[src/rtl/core/point_segment_distance_macros.svh]
// Assertion macros for the point-to-segment distance block.
`ifndef POINT_SEGMENT_DISTANCE_MACROS_SVH
`define POINT_SEGMENT_DISTANCE_MACROS_SVH
`ifndef SYNTHESIS
// Property must hold at every clock edge out of reset.
`define PSD_ASSERT(lbl, prop) \
  lbl: assert property (@(posedge clk_i) disable iff (!rst_ni) prop) \
    else $error("point_segment_distance: assertion failed");
// Condition must never be seen out of reset.
`define PSD_ASSERT_NEVER(lbl, cond) \
  lbl: assert property (@(posedge clk_i) disable iff (!rst_ni) !(cond)) \
    else $error("point_segment_distance: forbidden condition");
`else
`define PSD_ASSERT(lbl, prop)
`define PSD_ASSERT_NEVER(lbl, cond)
`endif
`endif

[src/rtl/core/psd_pkg.sv]
// Shared widths, case codes and root pipeline word for the distance block.
package psd_pkg;
  localparam int CW = 24;          // coordinate width
  localparam int DW = CW + 1;      // distance width, also root iterations
  localparam int MW = 2 * CW + 2;  // product / squared length magnitude width
  localparam int HW = MW / 2;      // half split for squaring
  localparam int NW = 2 * MW;      // squared cross product width
  localparam int PW = MW + DW;     // root * den accumulator width
  localparam int BW = $clog2(DW);  // root bit index width

  localparam logic [1:0] CASE_DEGEN    = 2'd0;
  localparam logic [1:0] CASE_BEFORE   = 2'd1;
  localparam logic [1:0] CASE_PAST     = 2'd2;
  localparam logic [1:0] CASE_INTERIOR = 2'd3;

  typedef struct packed {
    logic [NW-1:0] rem;   // num - root^2 * den
    logic [PW-1:0] acc;   // root * den
    logic [MW-1:0] den;
    logic [DW-1:0] root;
    logic [1:0]    code;
  } psd_root_t;
endpackage

[src/rtl/core/psd_root_stage.sv]
// One bit of the pipelined ratio square root: largest q with q*q*den <= num.
module psd_root_stage (
  input  logic                 clk_i,
  input  logic                 rst_ni,
  input  logic                 en_i,
  input  logic [psd_pkg::BW-1:0] bit_i,
  input  logic                 valid_i,
  input  psd_pkg::psd_root_t   data_i,
  output logic                 valid_o,
  output psd_pkg::psd_root_t   data_o
);
  import psd_pkg::*;

  logic               valid_q;
  psd_root_t          data_q, data_d;
  logic [NW:0]        trial;
  logic [NW:0]        acc_sh;
  logic [NW:0]        den_sh;

  // trial = (acc << (b+1)) + (den << 2b) = ((q + 2^b)^2 - q^2) * den
  always_comb begin
    acc_sh = {{(NW + 1 - PW){1'b0}}, data_i.acc} << ({1'b0, bit_i} + 1'b1);
    den_sh = {{(NW + 1 - MW){1'b0}}, data_i.den} << {bit_i, 1'b0};
    trial  = acc_sh + den_sh;
    data_d = data_i;
    if ({1'b0, data_i.rem} >= trial) begin
      data_d.rem  = data_i.rem - trial[NW-1:0];
      data_d.acc  = data_i.acc + (PW'(data_i.den) << bit_i);
      data_d.root = data_i.root | (DW'(1) << bit_i);
    end
  end

  always_ff @(posedge clk_i or negedge rst_ni) begin
    if (!rst_ni) begin
      valid_q <= 1'b0;
    end else if (en_i) begin
      valid_q <= valid_i;
    end
  end

  always_ff @(posedge clk_i) begin
    if (en_i) begin
      data_q <= data_d;
    end
  end

  assign valid_o = valid_q;
  assign data_o  = data_q;
endmodule

[config.mk]
export PLATFORM = sky130hd
export DESIGN_NAME = psd_root_stage
export DESIGN_NICKNAME = d
export VERILOG_FILES = /design/src/rtl/core/point_segment_distance_macros.svh /design/src/rtl/core/psd_pkg.sv /design/src/rtl/core/psd_root_stage.sv
export SDC_FILE = /design/constraint.sdc
export NUM_CORES = 2
export LEC_CHECK = 0
export BUFFER_PORTS_ARGS = -buffer_cell sky130_fd_sc_hd__buf_2
export CAP_MARGIN = 20
export CORE_MARGIN = 1.5
export CORE_UTILIZATION = 50
export CTS_BUF_LIST = sky130_fd_sc_hd__clkbuf_4 sky130_fd_sc_hd__clkbuf_8
export DETAILED_ROUTE_END_ITERATION = 7
export MAX_ROUTING_LAYER = met4
export PLACE_DENSITY = 0.71
export SLEW_MARGIN = 10
export SYNTH_ARGS = -nofsm -noshare
export SYNTH_HDL_FRONTEND = slang
export SYNTH_SLANG_ARGS = --single-unit
export TNS_END_PERCENT = 1
[constraint.sdc]
create_clock -name clk_i -period 1 [get_ports clk_i]
set_input_delay 0 -clock clk_i [delete_from_list [all_inputs] [get_ports clk_i]]
set_output_delay 0 -clock clk_i [all_outputs]
set_load 0.02 [all_outputs]
==> flow_summary.yaml, run 1 <==
synthesis:
  synth_seq_cells: 253
  yosys_warnings: 0
  yosys.area.top_type: "edfxtp_1"
  postSynthAreaPerCell_sq_um: 7.54
  synth_area_sq_um: 36800
  postSynthNetCount: 5422
  synth_cell_types: 81
  synth-edff-count: 252
  synthCells: 4877
  synth_top_area_share_pct: 20.6
  async_flop_share_pct: 0.395
  yosys-top-cells-area: "edfxtp_1 (21%), ha_1 (9.6%), mux2i_1 (7.0%)"
  synth_ff_type: "edfxtp_1"
  yosysSeqAreaShare_pct: 20.7
die:
  pin_count: 514
  die_w_um: 274
  fp-row-count: 99
  start_util_pct: 50.5
  die_h_um: 274
cts:
  clk_path_buf_depth: 3
  numCtsBuffers: 43
  root_buffer: "clkbuf_8"
  htreeDepth: 2
  clock_sinks: 253
run_status:
  stop_stage: "global routing (5_1_grt)"
  firstError: "[ERROR GRT-0232] Routing congestion too high. Check the congestion heatmap in the GUI."
  status: "did not finish"
grt:
  grt_max_degree: 109
  grt_overflow_total: 7
  grtUsageTotal_pct: 67.2
place:
  place_area_sq_um: 54200
  dpl_worst_slack_ns: -7.96
  dpl.hpwl_mm: 148
  io_buffers: 513
  dp.cells: 7947
  gp_congestion: 1.17
## cell families after synthesis
family	synth area share, %
AOI/OAI and AO/OA	26.8
xor gates and xnor gates	6.03
adders and majority gates	9.73
buffers and inverters	4.44
DFF	20.7
muxes	11.9
and+or+nand+nor	20.5
## synth_stat cells (36+ instances only)
cell / instances
xnor2_1: 142
clkbuf_1: 248
a21oi_1: 496
nor3_1: 68
nand4_1: 96
edfxtp_1: 252
mux2i_1: 256
nand2_1: 593
ha_1: 281
nand2b_1: 68
o21ai_0: 455
nand3_1: 75
o21bai_1: 82
and2_1: 39
a31oi_1: 36
nor2b_1: 39
a21o_1: 170
inv_1: 102
o22ai_1: 70
xor2_1: 111
a211oi_1: 42
o21a_1: 55
o31ai_1: 42
buf_1: 40
mux4_2: 60
nor2_1: 591
## metrics by stage
stage / hold slack [ns] / setup TNS, ns
detailed placement: -0.224 / -1564.73
global placement: -0.226 / -1642.22
floorplan: -0.296 / -1233.48
CTS: -0.000150 / -1279.03
## metal layers
metal	global-route usage (%)	overflow
met1	68.5	0
met2	87.9	4
met3	40.9	0
met4	62.1	3
met5	-	-
## repair_timing
action	4_1_cts
gates cloned	13
pin swaps	106
endpoints found under the hold margin	396
buffers inserted	62
setup endpoints to repair	453
resized for setup	333
hold buffers	258
==> inputs of run 2 (changes only) <==
--- a/config.mk
+++ b/config.mk
@@ -8,11 +8,9 @@
 export BUFFER_PORTS_ARGS = -buffer_cell sky130_fd_sc_hd__buf_2
 export CAP_MARGIN = 20
 export CORE_MARGIN = 1.5
-export CORE_UTILIZATION = 50
-export CTS_BUF_LIST = sky130_fd_sc_hd__clkbuf_4 sky130_fd_sc_hd__clkbuf_8
+export CORE_UTILIZATION = 35
 export DETAILED_ROUTE_END_ITERATION = 7
-export MAX_ROUTING_LAYER = met4
-export PLACE_DENSITY = 0.71
+export PLACE_DENSITY_LB_ADDON = 0.15
 export SLEW_MARGIN = 10
 export SYNTH_ARGS = -nofsm -noshare
 export SYNTH_HDL_FRONTEND = slang
==> run 2 against run 1 <==
  * Synthesized cell count stayed put
  * Synthesized area unchanged
  * The flow now finishes, with violations (negative hold slack, negative setup slack)
==> flow_summary.yaml, run 2 <==
synthesis:
  synth_cell_types: 81
  yosys_warnings: 0
  yosysSeqAreaShare_pct: 20.7
  yosysMostFrequentCell: "nand2_1"
  yosys-top-cells-area: "edfxtp_1 (21%), ha_1 (9.6%), mux2i_1 (7.0%)"
  postSynthAreaPerCell_sq_um: 7.54
  synth_top_area_share_pct: 20.6
  synthCells: 4877
  synth_ff_type: "edfxtp_1"
  synth-edff-count: 252
  synth_area_sq_um: 36800
  postSynthNetCount: 5422
  async_flop_share_pct: 0.395
  yosys.area.top_type: "edfxtp_1"
  synth_common_cells: "nand2_1 (593), nor2_1 (591), a21oi_1 (496)"
  synth_seq_cells: 253
layout:
  design_area_sq_um: 60500
  largest_reg_flops: 252
  fin_util_pct: 58.3
  n_fill_cell: 9881
  final_common_cell: "buf_4"
  nets: 7905
  drive_gt1_share_pct: 39.0
  final_cell_mix: "buf_4 (1,922), nor2_1 (577), nand2_1 (562)"
  area_delta_synth_final_pct: 64.5
  multi_input_area_sq_um: 28600
  regArea_sq_um: 7590
pwr:
  combPwrFrac_pct: 77.2
  p_switching_w: 0.0529
  ir_worst_vdd_v: 0.00183
  leakagePower_nw: 28.9
  pwr-share-clk_pct: 9.3
  power.internal_w: 0.0660
  powerDensity_nw_per_um2: 1970
  seq_power_share_pct: 13.5
  swShare_pct: 44.5
critical_path:
  crit_path_top_delay_cell: "mux4_2"
  crit_arrival_ns: 7.75
  cp-start-kind: "input pin"
  cp-end-kind: "register"
  ff2ff_path_depth: 1
  path_delay_family: "compound AO/OA/AOI/OAI gates"
  crit_top_cell: "buf_4"
  r2r_start: "valid_o"
  reg2reg_to: "valid_o"
  path_buf_inv: 8
  critical-path-max-stage-delay_ns: 0.58
  criticalPathCategory: "input pin to register"
  r2r_setup_slack_ns: 0.26
  cp.required_ns: 1.40
  path_max_fanout: 7
detailed_routing:
  final_antenna_net_count: 0
  via_per_inst: 5.37
  drt-pass1-iter-count: 5
  dr_total_vias: 47000
  drtIter0Drc: 3765
  drc: 0
  wl_per_cell_um: 21.3
  totalWireLength_mm: 187
timing:
  finalSetupViolations: 453
  grt_setup_unrepaired: "true"
  slew_viol_final: 0
  slew_headroom_pct: 60.2
  finalClockSkew_ns: 0
  fmax_ghz: 0.136
  finalHoldViolCount: 1
  worst_pin_slew_ns: 0.591
  period_share_pct: 734
  tns_ns: -1260.71
  setup_slack_ns: -6.34
  layout_min_cycle_time_ns: 7.34
  whs_ns: -0.00764
grt:
  antenna_found_initial: 6
  grt_overflow_total: 0
  grt_pass1_vias: 46100
  grt_pass1_wl_mm: 275
  grt_max_degree: 84
  grtUsageTotal_pct: 33.4
cts:
  htreeDepth: 1
  numCtsBuffers: 31
  clkLatencyLatePin_ns: 0.62
  root_buffer: "clkbuf_16"
  cts_hold_buffers: 258
  clk_pin_slew_ns: 0.06
  clock_sinks: 253
  clk_path_buf_depth: 3
  cts_tree: "yes"
worst_hold_path:
  hp-start: "bit_i[2]"
  hold_end: "data_o[5]"
  hold_class: "input pin to register"
  hold_depth: 4
place:
  dpl.hpwl_mm: 155
  place_area_sq_um: 54900
  dpl_worst_slack_ns: -7.39
  gp_congestion: 1.05
  io_buffers: 513
die:
  core_sq_um: 104000
  dieArea_sq_um: 107000
  die_h_um: 327
  start_util_pct: 35.4
  die_w_um: 327
  fp-row-count: 118
  pin_count: 514
flow_run:
  cap_violations: 0
run_status:
  failed_checks: "negative hold slack, negative setup slack"
  status: "finished with violations"
run 2: stage by stage:
stage,total power (W),instances
after detailed placement,0.101,8377
after global placement,0.100,8377
final,0.119,8764
after floorplan,0.0595,4877
after global routing,0.127,8763
after CTS,0.116,8732
run 2: power by group through the flow:
stage / combinational, W / clock, W / sequential [W]
after floorplan: 0.0399 / 0 / 0.0196
after global placement: 0.0838 / 0 / 0.0163
after global routing: 0.0986 / 0.0117 / 0.0163
after detailed placement: 0.0843 / 0 / 0.0162
after CTS: 0.0884 / 0.0114 / 0.0161
final: 0.0918 / 0.0111 / 0.0161
run 2: area by class of cell:
| type | instances | area share [%] |
|---|---|---|
| diodes | 3 | 0.0124 |
| flip-flops and latches | 253 | 12.6 |
| multi-input cells | 4204 | 47.3 |
| well taps | 1380 | 2.86 |
| clock inverters | 17 | 0.281 |
| inverters | 106 | 0.718 |
| clock buffers | 37 | 1.32 |
| repair buffers | 2764 | 34.9 |
run 2: worst max path at each step:
stage	start	to	slack (ns)	cells past startpoint
global route	bit_i[0]	data_o[236]	-6.58	44
detailed placement	bit_i[0]	data_o[202]	-7.39	36
global placement	bit_i[0]	data_o[232]	-7.42	39
floorplan	bit_i[0]	data_o[130]	-6.21	40
finish	bit_i[0]	data_o[236]	-6.34	39
CTS	bit_i[0]	data_o[236]	-6.15	39
run 2: cell families (layout without fill, tap and decap cells):
logic type | after synthesis | in the layout | synth area share, %
compound gates | 1617 | 1617 | 26.8
xor+xnor | 253 | 253 | 6.03
fa+ha+maj | 284 | 284 | 9.73
buf+inv | 420 | 2924 | 4.44
flops | 253 | 253 | 20.7
mux | 357 | 357 | 11.9
other cells | 0 | 3 | 0
simple gates | 1693 | 1693 | 20.5
run 2: per-layer routing:
metal | wire (um) | vias up | GRT usage, % | part of all wire (%)
met3 | 9100 | 363 | 2.60 | 4.9
met4 | 11400 | 2 | 17.3 | 6.1
met5 | 13 | - | 0 | 0.0070
met2 | 86000 | 1640 | 55.7 | 46
li1 | - | 22900 | - | -
met1 | 80500 | 22100 | 43.2 | 43
run 2: timing repair:
item                                    4_1_cts  5_1_grt
gates cloned                                  3        5
hold endpoints to repair                    364        1
endpoints found under the setup margin      453      453
setup buffers                                40       24
resized for setup                           197      196
pin swaps                                    68       52
No activity file was read; power rests on OpenSTA's default activity.
